<file path="src/sv/ucal_pkg.sv">
// ----------------------------------------------------------------------------
// ucal_pkg
// Shared types and constants for the Unix time to calendar converter.
// ----------------------------------------------------------------------------
`timescale 1ns / 1ps

package ucal_pkg;

    // Pipeline depth of each section
    localparam int DAY_STAGES   = 3;
    localparam int FIELD_STAGES = 7;
    localparam int TOTAL_STAGES = DAY_STAGES + FIELD_STAGES;

    // Seconds to days: (s >> 7) / 675, reciprocal floor(2^35 / 675)
    localparam int DAY_DIV   = 675;
    localparam int DAY_RECIP = 50903316;

    // x / 15 for x below 2^15, reciprocal floor(2^19 / 15)
    localparam int MIN_RECIP = 34952;
    localparam int SIXTY     = 60;

    // Days from 1600-03-01 to 1970-01-01
    localparam int EPOCH_SHIFT = 135080;
    localparam int DAYS_400Y   = 146097;
    localparam int DAYS_100Y   = 36524;
    localparam int DAYS_4Y     = 1461;
    localparam int DAYS_1Y     = 365;
    localparam int BASE_YEAR   = 1600;

    // x / 1461 for x below 2^16, reciprocal floor(2^26 / 1461)
    localparam int QUAD_RECIP = 45933;

    // Month index (0 is March) where January starts
    localparam logic [3:0] JAN_IDX = 4'd10;

    typedef struct packed {
        logic [4:0] hour;
        logic [5:0] minute;
        logic [5:0] second;
    } hms_t;

    typedef struct packed {
        logic [11:0] year;
        logic [3:0]  month;
        logic [4:0]  day;
    } ymd_t;

    // First day of each month within a March-first year
    function automatic logic [8:0] month_start(input logic [3:0] idx);
        logic [8:0] res;
        unique case (idx)
            4'd0:    res = 9'd0;
            4'd1:    res = 9'd31;
            4'd2:    res = 9'd61;
            4'd3:    res = 9'd92;
            4'd4:    res = 9'd122;
            4'd5:    res = 9'd153;
            4'd6:    res = 9'd184;
            4'd7:    res = 9'd214;
            4'd8:    res = 9'd245;
            4'd9:    res = 9'd275;
            4'd10:   res = 9'd306;
            4'd11:   res = 9'd337;
            default: res = 9'd0;
        endcase
        return res;
    endfunction

endpackage

</file>
<file path="src/sv/ucal_in_if.sv">
// ----------------------------------------------------------------------------
// ucal_in_if
// Timestamp channel: valid/ready with a 32-bit Unix seconds payload.
// ----------------------------------------------------------------------------
`timescale 1ns / 1ps

interface ucal_in_if;
    logic        valid;
    logic        ready;
    logic [31:0] unix_seconds;

    modport source (output valid, output unix_seconds, input ready);
    modport sink   (input valid, input unix_seconds, output ready);
endinterface

</file>
<file path="src/sv/ucal_out_if.sv">
// ----------------------------------------------------------------------------
// ucal_out_if
// Calendar channel: valid/ready with date and time of day.
// ----------------------------------------------------------------------------
`timescale 1ns / 1ps

interface ucal_out_if;
    logic        valid;
    logic        ready;
    logic [11:0] year;
    logic [3:0]  month;
    logic [4:0]  day;
    logic [4:0]  hour;
    logic [5:0]  minute;
    logic [5:0]  second;

    modport source (output valid, output year, output month, output day,
                    output hour, output minute, output second, input ready);
    modport sink   (input valid, input year, input month, input day,
                    input hour, input minute, input second, output ready);
endinterface

</file>
<file path="src/sv/ucal_day_split.sv">
// ----------------------------------------------------------------------------
// ucal_day_split
// Three-stage split of Unix seconds into whole days and seconds of day.
// ----------------------------------------------------------------------------
`timescale 1ns / 1ps

module ucal_day_split (
    input  logic        clk,
    input  logic        en,
    input  logic [31:0] unix_seconds,
    output logic [15:0] days,
    output logic [16:0] sod
);

    // stage 1: reciprocal product of seconds / 128
    logic [24:0] x1_reg;
    logic [6:0]  lo1_reg;
    logic [50:0] prod_reg;
    logic [50:0] prod_next;

    // stage 2: quotient estimate and its back product
    logic [24:0] x2_reg;
    logic [6:0]  lo2_reg;
    logic [15:0] q2_reg;
    logic [25:0] qm2_reg;
    logic [25:0] qm2_next;

    // stage 3: correction
    logic [10:0] rem;
    logic [10:0] rem_fix;
    logic [15:0] days_next;
    logic [15:0] days_reg;
    logic [16:0] sod_reg;
    logic [16:0] sod_next;

    always_comb
    begin
        prod_next = 51'(unix_seconds[31:7]) * 51'(ucal_pkg::DAY_RECIP);
        qm2_next  = 26'(prod_reg[50:35]) * 26'(ucal_pkg::DAY_DIV);
    end

    always_comb
    begin
        rem = 11'(x2_reg - qm2_reg[24:0]);
        if (rem >= 11'(ucal_pkg::DAY_DIV))
        begin
            days_next = q2_reg + 16'd1;
            rem_fix   = rem - 11'(ucal_pkg::DAY_DIV);
        end
        else
        begin
            days_next = q2_reg;
            rem_fix   = rem;
        end
        sod_next = {rem_fix[9:0], lo2_reg};
    end

    always_ff @(posedge clk)
    begin
        if (en)
        begin
            x1_reg   <= unix_seconds[31:7];
            lo1_reg  <= unix_seconds[6:0];
            prod_reg <= prod_next;
            x2_reg   <= x1_reg;
            lo2_reg  <= lo1_reg;
            q2_reg   <= prod_reg[50:35];
            qm2_reg  <= qm2_next;
            days_reg <= days_next;
            sod_reg  <= sod_next;
        end
    end

    assign days = days_reg;
    assign sod  = sod_reg;

endmodule

</file>
<file path="src/sv/ucal_clock.sv">
// ----------------------------------------------------------------------------
// ucal_clock
// Seven-stage split of seconds of day into hour, minute and second.
// ----------------------------------------------------------------------------
`timescale 1ns / 1ps

module ucal_clock (
    input  logic               clk,
    input  logic               en,
    input  logic [16:0]        sod,
    output ucal_pkg::hms_t     hms
);

    logic [16:0] s1_reg, s2_reg;
    logic [30:0] p1_reg, p1_next;
    logic [10:0] t2_reg, tme;
    logic [16:0] m2_reg, m2_next;

    logic [6:0]  sec_raw;
    logic [10:0] tm3_next, tm3_reg, tm4_reg, tm5_reg;
    logic [5:0]  sec3_next, sec3_reg, sec4_reg, sec5_reg, sec6_reg;

    logic [24:0] p4_reg, p4_next;
    logic [4:0]  he, he5_reg, he6_reg;
    logic [10:0] hm5_reg, hm5_next;
    logic [6:0]  mraw6_reg;

    ucal_pkg::hms_t hms_reg, hms_next;

    always_comb
    begin
        p1_next  = 31'(sod[16:2]) * 31'(ucal_pkg::MIN_RECIP);
        tme      = p1_reg[29:19];
        m2_next  = 17'(tme) * 17'(ucal_pkg::SIXTY);
        p4_next  = 25'(tm3_reg[10:2]) * 25'(ucal_pkg::MIN_RECIP);
        he       = p4_reg[23:19];
        hm5_next = 11'(he) * 11'(ucal_pkg::SIXTY);
    end

    // seconds correction: estimate of total minutes may be one low
    always_comb
    begin
        sec_raw = 7'(s2_reg - m2_reg);
        if (sec_raw >= 7'(ucal_pkg::SIXTY))
        begin
            tm3_next  = t2_reg + 11'd1;
            sec3_next = 6'(sec_raw - 7'(ucal_pkg::SIXTY));
        end
        else
        begin
            tm3_next  = t2_reg;
            sec3_next = sec_raw[5:0];
        end
    end

    // minutes correction: hour estimate may be one low
    always_comb
    begin
        hms_next.second = sec6_reg;
        if (mraw6_reg >= 7'(ucal_pkg::SIXTY))
        begin
            hms_next.hour   = he6_reg + 5'd1;
            hms_next.minute = 6'(mraw6_reg - 7'(ucal_pkg::SIXTY));
        end
        else
        begin
            hms_next.hour   = he6_reg;
            hms_next.minute = mraw6_reg[5:0];
        end
    end

    always_ff @(posedge clk)
    begin
        if (en)
        begin
            s1_reg    <= sod;
            p1_reg    <= p1_next;
            s2_reg    <= s1_reg;
            t2_reg    <= tme;
            m2_reg    <= m2_next;
            tm3_reg   <= tm3_next;
            sec3_reg  <= sec3_next;
            tm4_reg   <= tm3_reg;
            sec4_reg  <= sec3_reg;
            p4_reg    <= p4_next;
            tm5_reg   <= tm4_reg;
            sec5_reg  <= sec4_reg;
            he5_reg   <= he;
            hm5_reg   <= hm5_next;
            mraw6_reg <= 7'(tm5_reg - hm5_reg);
            he6_reg   <= he5_reg;
            sec6_reg  <= sec5_reg;
            hms_reg   <= hms_next;
        end
    end

    assign hms = hms_reg;

endmodule

</file>
<file path="src/sv/ucal_date.sv">
// ----------------------------------------------------------------------------
// ucal_date
// Seven-stage conversion of days since 1970-01-01 into year, month, day.
// ----------------------------------------------------------------------------
`timescale 1ns / 1ps

module ucal_date (
    input  logic               clk,
    input  logic               en,
    input  logic [15:0]        days,
    output ucal_pkg::ymd_t     ymd
);

    // D1: shift to 1600-03-01 and split the 400-year era
    logic [17:0] z;
    logic        era1_next, era1_reg, era2_reg, era3_reg, era4_reg, era5_reg;
    logic [17:0] doe1_next, doe1_reg;

    // D2: century
    logic [1:0]  cent2_next, cent2_reg, cent3_reg, cent4_reg, cent5_reg;
    logic [15:0] doe2_next, doe2_reg, doe3_reg, doe4_reg;

    // D3..D5: four-year cycle
    logic [31:0] pq3_reg, pq3_next;
    logic [4:0]  qe;
    logic [15:0] qm4_reg, qm4_next;
    logic [4:0]  qe4_reg;
    logic [11:0] r5;
    logic [4:0]  quad5_next, quad5_reg;
    logic [10:0] d5_next, d5_reg;

    // D6: year in cycle and day of year
    logic [1:0]  yr6;
    logic [8:0]  doy6_next, doy6_reg;
    logic [11:0] yb6_next, yb6_reg;

    // D7: month walk
    logic [3:0]  mi;
    ucal_pkg::ymd_t ymd_next, ymd_reg;

    always_comb
    begin
        z = 18'(days) + 18'(ucal_pkg::EPOCH_SHIFT);
        if (z >= 18'(ucal_pkg::DAYS_400Y))
        begin
            era1_next = 1'b1;
            doe1_next = z - 18'(ucal_pkg::DAYS_400Y);
        end
        else
        begin
            era1_next = 1'b0;
            doe1_next = z;
        end
    end

    // last day of an era lands in century 3 by construction
    always_comb
    begin
        cent2_next = 2'(doe1_reg >= 18'(ucal_pkg::DAYS_100Y))
                   + 2'(doe1_reg >= 18'(2 * ucal_pkg::DAYS_100Y))
                   + 2'(doe1_reg >= 18'(3 * ucal_pkg::DAYS_100Y));
        doe2_next  = 16'(doe1_reg - 18'(cent2_next) * 18'(ucal_pkg::DAYS_100Y));
    end

    always_comb
    begin
        pq3_next = 32'(doe2_reg) * 32'(ucal_pkg::QUAD_RECIP);
        qe       = pq3_reg[30:26];
        qm4_next = 16'(qe) * 16'(ucal_pkg::DAYS_4Y);
    end

    always_comb
    begin
        r5 = 12'(doe4_reg - qm4_reg);
        if (r5 >= 12'(ucal_pkg::DAYS_4Y))
        begin
            quad5_next = qe4_reg + 5'd1;
            d5_next    = 11'(r5 - 12'(ucal_pkg::DAYS_4Y));
        end
        else
        begin
            quad5_next = qe4_reg;
            d5_next    = r5[10:0];
        end
    end

    // leap day closing a four-year cycle stays in year 3
    always_comb
    begin
        yr6 = 2'(d5_reg >= 11'(ucal_pkg::DAYS_1Y))
            + 2'(d5_reg >= 11'(2 * ucal_pkg::DAYS_1Y))
            + 2'(d5_reg >= 11'(3 * ucal_pkg::DAYS_1Y));
        doy6_next = 9'(d5_reg - 11'(yr6) * 11'(ucal_pkg::DAYS_1Y));
        yb6_next  = 12'(ucal_pkg::BASE_YEAR)
                  + (era5_reg ? 12'd400 : 12'd0)
                  + 12'(cent5_reg) * 12'd100
                  + 12'({quad5_reg, 2'b00})
                  + 12'(yr6);
    end

    always_comb
    begin
        mi = 4'd0;
        for (int k = 1; k < 12; k++)
        begin
            mi = mi + 4'(doy6_reg >= ucal_pkg::month_start(4'(k)));
        end
        ymd_next.day = 5'(doy6_reg - ucal_pkg::month_start(mi) + 9'd1);
        if (mi >= ucal_pkg::JAN_IDX)
        begin
            ymd_next.month = mi - 4'd9;
            ymd_next.year  = yb6_reg + 12'd1;
        end
        else
        begin
            ymd_next.month = mi + 4'd3;
            ymd_next.year  = yb6_reg;
        end
    end

    always_ff @(posedge clk)
    begin
        if (en)
        begin
            era1_reg  <= era1_next;
            doe1_reg  <= doe1_next;
            era2_reg  <= era1_reg;
            cent2_reg <= cent2_next;
            doe2_reg  <= doe2_next;
            era3_reg  <= era2_reg;
            cent3_reg <= cent2_reg;
            doe3_reg  <= doe2_reg;
            pq3_reg   <= pq3_next;
            era4_reg  <= era3_reg;
            cent4_reg <= cent3_reg;
            doe4_reg  <= doe3_reg;
            qe4_reg   <= qe;
            qm4_reg   <= qm4_next;
            era5_reg  <= era4_reg;
            cent5_reg <= cent4_reg;
            quad5_reg <= quad5_next;
            d5_reg    <= d5_next;
            doy6_reg  <= doy6_next;
            yb6_reg   <= yb6_next;
            ymd_reg   <= ymd_next;
        end
    end

    assign ymd = ymd_reg;

endmodule

</file>
<file path="src/sv/unix_seconds_to_calendar_top.sv">
// ----------------------------------------------------------------------------
// unix_seconds_to_calendar_top
// Each accepted timestamp beat comes out, in order, as one calendar beat.
// Throughput: one beat per cycle; the whole pipeline advances together and
// holds when the output beat is not taken.
// Reset clears only the stage valid bits; data registers are not reset.
// ----------------------------------------------------------------------------
`timescale 1ns / 1ps

// Structure:
//   ucal_day_split  3 stages  seconds -> days since 1970, seconds of day
//                             (reciprocal multiply by 1/675 on seconds/128,
//                             one compare-subtract correction)
//   ucal_clock      7 stages  seconds of day -> hour, minute, second
//   ucal_date       7 stages  days -> year, month, day via 400/100/4/1 year
//                             cycles from a 1600-03-01 base, March-first
//                             month walk, Jan/Feb moved to the next year
// Clock and date sections run side by side with equal depth, so their
// results line up with the valid bit at the last stage.

module unix_seconds_to_calendar_top (
    input  logic        clk,
    input  logic        rst_n,
    ucal_in_if.sink     stamp,
    ucal_out_if.source  civil
);

    localparam int NSTG = ucal_pkg::TOTAL_STAGES;

    logic [NSTG-1:0] vld_reg;
    logic [NSTG-1:0] vld_next;
    logic            en;

    logic [15:0]     days;
    logic [16:0]     sod;
    ucal_pkg::hms_t  hms;
    ucal_pkg::ymd_t  ymd;

    // Global advance: move when the last stage is empty or being taken.
    assign en          = !vld_reg[NSTG-1] || civil.ready;
    assign stamp.ready = en;

    always_comb
    begin
        vld_next = {vld_reg[NSTG-2:0], stamp.valid};
    end

    always_ff @(posedge clk or negedge rst_n)
    begin
        if (!rst_n)
        begin
            vld_reg <= '0;
        end
        else if (en)
        begin
            vld_reg <= vld_next;
        end
    end

    ucal_day_split u_day_split (
        .clk          (clk),
        .en           (en),
        .unix_seconds (stamp.unix_seconds),
        .days         (days),
        .sod          (sod)
    );

    ucal_clock u_clock (
        .clk (clk),
        .en  (en),
        .sod (sod),
        .hms (hms)
    );

    ucal_date u_date (
        .clk  (clk),
        .en   (en),
        .days (days),
        .ymd  (ymd)
    );

    // Output beat straight from the final stage registers
    assign civil.valid  = vld_reg[NSTG-1];
    assign civil.year   = ymd.year;
    assign civil.month  = ymd.month;
    assign civil.day    = ymd.day;
    assign civil.hour   = hms.hour;
    assign civil.minute = hms.minute;
    assign civil.second = hms.second;

endmodule

</file>
<file path="src/flat_wrapper.sv">
// flat-port wrapper written by rule: the top's interface ports become plain ports
module unix_seconds_to_calendar_top_flat 
  (clk, rst_n, stamp_valid, stamp_unix_seconds, stamp_ready, civil_valid, civil_year, civil_month, civil_day, civil_hour, civil_minute, civil_second, civil_ready);
  ucal_in_if stamp_i ();
  ucal_out_if civil_i ();
  input  logic clk;
  input  logic rst_n;
  input wire logic [$bits(stamp_i.valid)-1:0] stamp_valid;
  input wire logic [$bits(stamp_i.unix_seconds)-1:0] stamp_unix_seconds;
  output wire logic [$bits(stamp_i.ready)-1:0] stamp_ready;
  output wire logic [$bits(civil_i.valid)-1:0] civil_valid;
  output wire logic [$bits(civil_i.year)-1:0] civil_year;
  output wire logic [$bits(civil_i.month)-1:0] civil_month;
  output wire logic [$bits(civil_i.day)-1:0] civil_day;
  output wire logic [$bits(civil_i.hour)-1:0] civil_hour;
  output wire logic [$bits(civil_i.minute)-1:0] civil_minute;
  output wire logic [$bits(civil_i.second)-1:0] civil_second;
  input wire logic [$bits(civil_i.ready)-1:0] civil_ready;
  assign stamp_i.valid = stamp_valid;
  assign stamp_i.unix_seconds = stamp_unix_seconds;
  assign stamp_ready = stamp_i.ready;
  assign civil_valid = civil_i.valid;
  assign civil_year = civil_i.year;
  assign civil_month = civil_i.month;
  assign civil_day = civil_i.day;
  assign civil_hour = civil_i.hour;
  assign civil_minute = civil_i.minute;
  assign civil_second = civil_i.second;
  assign civil_i.ready = civil_ready;
  unix_seconds_to_calendar_top u_core (.clk(clk), .rst_n(rst_n), .stamp(stamp_i), .civil(civil_i));
endmodule
</file>
<file path="config.mk">
export PLATFORM = sky130hd
export DESIGN_NAME = unix_seconds_to_calendar_top_flat
export DESIGN_NICKNAME = d
export VERILOG_FILES = /design/src/sv/ucal_pkg.sv /design/src/sv/ucal_in_if.sv /design/src/sv/ucal_out_if.sv /design/src/sv/ucal_day_split.sv /design/src/sv/ucal_clock.sv /design/src/sv/ucal_date.sv /design/src/sv/unix_seconds_to_calendar_top.sv /design/src/flat_wrapper.sv
export SDC_FILE = /design/constraint.sdc
export NUM_CORES = 2
export LEC_CHECK = 0
export BUFFER_PORTS_ARGS = -buffer_cell sky130_fd_sc_hd__buf_4
export CAP_MARGIN = 30
export CORE_MARGIN = 1
export CORE_UTILIZATION = 55
export CTS_BUF_LIST = sky130_fd_sc_hd__clkbuf_8 sky130_fd_sc_hd__clkbuf_16
export DETAILED_ROUTE_END_ITERATION = 12
export PLACE_DENSITY = 0.74
export SYNTH_ARGS = -nofsm -noshare
export SYNTH_HDL_FRONTEND = slang
export SYNTH_SLANG_ARGS = --single-unit
</file>
<file path="constraint.sdc">
create_clock -name clk -period 19.5 [get_ports clk]
set_input_delay 2.925 -clock clk [delete_from_list [all_inputs] [get_ports clk]]
set_output_delay 2.925 -clock clk [all_outputs]
set_load 0.01 [all_outputs]
</file>
Yosys cells after proc, flatten, opt, wreduce, memory -nomap -nowiden --
Memory sizes are Yosys's and may differ from the RTL's. Index checks and enable logic that the tools add are counted.
Word-level totals: word-level logic and storage cells 140, memory bits (read-only) 144, memories 1, output and inout bits 40, bits of input ports 36, bits in registers 498
Memory list:
- (name not given) | depth 16, bits a word 9, rd ports 1, clocked after memory_dff 0, wr ports 0, RTL line ucal_pkg.sv:51 | unique case (idx)
Operators by class: multipliers 11, add/sub/neg operators 39, reduce and logical (&&, ||, !) cells 2, $lt $le $gt $ge 23, mux-type cells 11
Operators with widths (number):
- $mul A25 B24 Y49 const B | 1
- $ge A18 B17 Y1 const B | 2
- $ge A9 B8 Y1 const B | 4
- $mux W11 | 3
- $mux W16 | 2
- $mul A16 B16 Y31 const B | 1
- $add A4 B1 Y4 | 7
- $ge A9 B9 Y1 const B | 3
- $mul A15 B13 Y27 const B | 1
- $ge A11 B10 Y1 const B | 2
- $mul A9 B13 Y21 const B | 1
- $add A16 B18 Y18 const B | 1
- $ge A18 B16 Y1 const B | 1
- $ge A18 B18 Y1 const B | 1
- $ge A9 B7 Y1 const B | 2
- $mux W18 | 1
- $sub A18 B18 Y18 const B | 1
- $add A16 B1 Y16 const B | 1
- $mul A16 B10 Y11 const B | 1
- $sub A16 B16 Y16 | 1
- $add A5 B1 Y5 const B | 3
- $ge A7 B6 Y1 const B | 2
- $mul A2 B14 Y14 const B | 1
- $sub A7 B7 Y7 | 2
- 37 further kinds | 41

Logic depth before layout (Yosys ltp) --
An unclocked memory read counts as a cell.
depth after elaboration 14, depth in mapped cells 23, gate-level depth less buffers 23

Modules after synthesis --
A second synthesis with hierarchy kept.
Unflattened totals: cell total of the unflattened synthesis 3096, area, all modules 36072.1 um^2
Modules (own cells, without submodules):
- ucal_date | sequential area each 4474.3 um^2, cells an instance 1316, area an instance 14297.5 um^2, instances 1
- ucal_day_split | sequential area each 3333.2 um^2, cells an instance 1246, area an instance 14219.9 um^2, instances 1
- ucal_clock | sequential area each 3963.8 um^2, cells an instance 512, area an instance 7141.8 um^2, instances 1
- unix_seconds_to_calendar_top | sequential area each 250.2 um^2, cells an instance 22, area an instance 412.9 um^2, instances 1

Worst setup path after synthesis --
OpenSTA, ideal clock, no wires.
path type input to output, start input civil_ready, end output stamp_ready, arrival 13.944 ns, buffers on the path 1, cell stages on the path 2, required time 16.575 ns, setup slack 2.631 ns, cell sequence nand2b_1 > clkbuf_1
Between the ends: word-level cells in the longest chain between the ends 1
RTL lines:
- from (decl) | RTL line flat_wrapper.sv:18 | input wire logic [$bits(civil_i.ready)-1:0] civil_ready;
- $logic_or A1 B1 Y1 | RTL line unix_seconds_to_calendar_top.sv:40 | assign en = !vld_reg[NSTG-1] || civil.ready;
- to (decl) | RTL line flat_wrapper.sv:10 | output wire logic [$bits(stamp_i.ready)-1:0] stamp_ready;
No other way between the ends.

Final worst setup path --
start input stamp_unix_seconds[14], end register u_core.u_day_split.prod_reg[48], data pin
Between the ends: word-level cells in the longest chain between the ends 1
RTL lines:
- from (decl) | RTL line flat_wrapper.sv:9 | input wire logic [$bits(stamp_i.unix_seconds)-1:0] stamp_unix_seconds;
- $mul A25 B24 Y49 | RTL line ucal_day_split.sv:38 | prod_next = 51'(unix_seconds[31:7]) * 51'(ucal_pkg::DAY_RECIP);
- named net u_core.u_day_split.prod_next[48] | RTL line ucal_day_split.sv:19 | logic [50:0] prod_next;
- to (signal assigned) | RTL line ucal_day_split.sv:64 | prod_reg <= prod_next;
- to (decl) | RTL line ucal_day_split.sv:18 | logic [50:0] prod_reg;
The timed path passes the listed nets, and every way through them passes these cells. A chain may end at the register's enable or synchronous reset.

==> impl_metrics.env <==
export IMPL_die_area_um2=65400
export IMPL_overflow=0
export IMPL_grt_start_max_net_pins=179
export IMPL_chipHeight_um=256
export IMPL_clk_pin_slew_worst_paths_ps=60
export IMPL_grt_pass1_wl_mm=112
export IMPL_cp_slowest_cell="fa_1"
export IMPL_row_count=92
export IMPL_hold_viol_final=0
export IMPL_cts_buffer_depth=3
export IMPL_grt_use_total_pct=20.9
export IMPL_hold_path_class="flop to flop"
export IMPL_timing_max_cap_violations=0
export IMPL_drtIter0Drc=1035
export IMPL_synthTopCellsByCount="ha_1, inv_1, edfxtp_1"
export IMPL_postLayoutCellArea_um2=38500
export IMPL_timing_fmax_mhz=113
export IMPL_ys_ff_latch=402
export IMPL_synth_area_um2=35400
export IMPL_syn_avg_cell_area_um2=11.8
export IMPL_startpoint_type="input port"
export IMPL_ys_flop_type="edfxtp_1"
export IMPL_io_pins=76
export IMPL_cts_max_level=2
export IMPL_finalCriticalPeriod_ps=8810
export IMPL_rsz0062_at_grt="false"
export IMPL_antenna_cells=0
export IMPL_place_gp_congestion=0.930
export IMPL_area_growth_pct=8.73
export IMPL_layout_drive_gt1_share_pct=6.15
export IMPL_worstPathRequired_ps=19780
export IMPL_synth_largest_area_cell="edfxtp_1"
export IMPL_viasPerCell=5.47
export IMPL_cpPeakStageDelay_ps=540
export IMPL_setup_ws_ps=10690
export IMPL_fin_util_pct=60.8
export IMPL_pre_cts_ws_ps=10160
export IMPL_synth_distinct_cells=79
export IMPL_largest_register_ffs=21
export IMPL_outcome="finished clean"
export IMPL_maxSlewHeadroom_pct=30.8
export IMPL_worst_pin_slew_ps=1040
export IMPL_die_width_um=256
export IMPL_routedWlPerCell_um=16.5
export IMPL_worstSetupPathType="input port to flop"
export IMPL_path_common_cell="fa_1"
export IMPL_synthTopCellsByArea="edfxtp_1, ha_1, fa_1, inv_1, xnor2_1"
export IMPL_post_synth_top_count_cell="ha_1"
export IMPL_grt_pass1_vias=23500
export IMPL_syn_nets=4001
export IMPL_fin_nets=4106
export IMPL_cts_root_buf="clkbuf_16"
export IMPL_syn_inst=2999
export IMPL_ant_nets=0
export IMPL_cts_tree="built"
export IMPL_dp_hpwl_mm=53.2
export IMPL_ys_warnings_count=0
export IMPL_start_util_pct=55.9
export IMPL_antenna_found_initial=0
export IMPL_path_max_fanout=11
export IMPL_fin_skew_ps=38.5
export IMPL_hold_buffers=0
export IMPL_end_kind="flop"
export IMPL_clkLatencyLatePin_ps=580
export IMPL_ys_seq_area_share_pct=34.0
export IMPL_dpl_instance_area_um2=37000
export IMPL_final_period_utilization_pct=45.2
export IMPL_core_um2=63300
export IMPL_drc_errors=0
export IMPL_cts_setup_buffers=0
export IMPL_arrival_ps=9100
export IMPL_synthArstFlopShare_pct=2.49
export IMPL_wl_mm=65.9
export IMPL_cts_resized=0
export IMPL_firstDrtPassIters=5
export IMPL_synth_edff_count=392
export IMPL_drv_slew=0
export IMPL_portBuffers=75
export IMPL_timing_critical_path_cells="buf_4 -> fa_1 -> ha_1 -> inv_1 -> fa_1 -> fa_1 -> inv_1 -> fa_1 -> fa_1 -> inv_1 -> fa_1 -> inv_1 -> ha_1 -> a21o_1 -> a21o_1 -> a32oi_1 -> a31oi_1 -> nor3_1 -> o21ai_0 -> and4_1 -> a2111oi_0 -> xnor2_1"
export IMPL_numCtsBuffers=44
export IMPL_via_count=21800
export IMPL_tns_ps=0
export IMPL_yosys_area_top_type_share_pct=33.2
export IMPL_setup_viol_count_final=0
export IMPL_clock_sinks=402
==> worst paths after layout <==
check | cells past startpoint | slack, ps | startpoint | end
min reg2reg | 0 | 410 | u_core.u_date.doe3_reg[6]$_DFFE_PP_ | u_core.u_date.doe4_reg[6]$_DFFE_PP_
max in group asynchronous | 1 | 17200 | rst_n | u_core.vld_reg[3]$_DFFE_PN0P_
max reg2reg | 21 | 13040 | u_core.u_date.doy6_reg[1]$_DFFE_PP_ | u_core.u_date.ymd[4]$_DFFE_PP_
min in group asynchronous | 1 | 2160 | rst_n | u_core.vld_reg[7]$_DFFE_PN0P_
max | 22 | 10690 | stamp_unix_seconds[14] | u_core.u_day_split.prod_reg[48]$_DFFE_PP_
min | 0 | 410 | u_core.u_date.doe3_reg[6]$_DFFE_PP_ | u_core.u_date.doe4_reg[6]$_DFFE_PP_
==> area by class of cell <==
class	count	area (µm²)
fillers	4998	24800
multi-input cells	1982	21100
inverters	591	2220
clock buffers	44	1100
clock inverters	36	349
repair buffers	83	676
flip-flops and latches	402	12000
well taps	846	1060
==> placed cells by master (no fill, tap or decap), types with 15 or more instances in the layout <==
cell         n
a21o_1      53
a21oi_1    119
a31oi_1     23
and3_1      17
buf_4       80
clkbuf_16   44
edfxtp_1   392
fa_1       301
ha_1       665
inv_1      597
mux2_2      15
nand2_1     76
nand2b_1    17
nand3_1     35
nand4_1     25
nor2_1      98
nor2b_1     15
nor3_1      34
o211ai_1    20
o21a_1      16
o21ai_0     53
o21bai_1    22
xnor2_1    159
xor2_1      57
==> routing by layer <==
layer  global-route usage, %  vias up  part of all wire, %
met5                       0        -                    0
li1                        -    10500                    -
met2                    38.4      373                   52
met3                    2.58      113                  3.2
met1                    25.6    10800                   43
met4                    5.89        0                  2.3
==> through the flow <==
step,std cells,hold slack [ps]
2_1_floorplan,2999,400
3_3_place_gp,3901,400
3_5_place_dp,3901,405
4_1_cts,3981,406
5_1_grt,3984,419
6_report,3984,410
==> critical path: cells and delay by family <==
kind            cells  cell delay [ps]
simple gates        2              630
compound gates      6             1470
fa+ha+maj           8             3580
buf+inv             5              360
xor+xnor            1              120
==> logic make-up after synthesis <==
| kind of cell | after synthesis | share of synthesized area [%] |
|---|---|---|
| AO/OA/AOI/OAI | 405 | 7.67 |
| adder cells (fa/ha/maj) | 966 | 40.5 |
| flip-flops | 402 | 34.0 |
| buffers and inverters | 615 | 6.57 |
| multiplexers | 19 | 0.590 |
| AND/OR/NAND/NOR | 375 | 5.31 |
| XOR/XNOR | 217 | 5.39 |
Power is not shown: default switching activity piles up to over one toggle a cycle in this logic, so the estimate is an artifact.
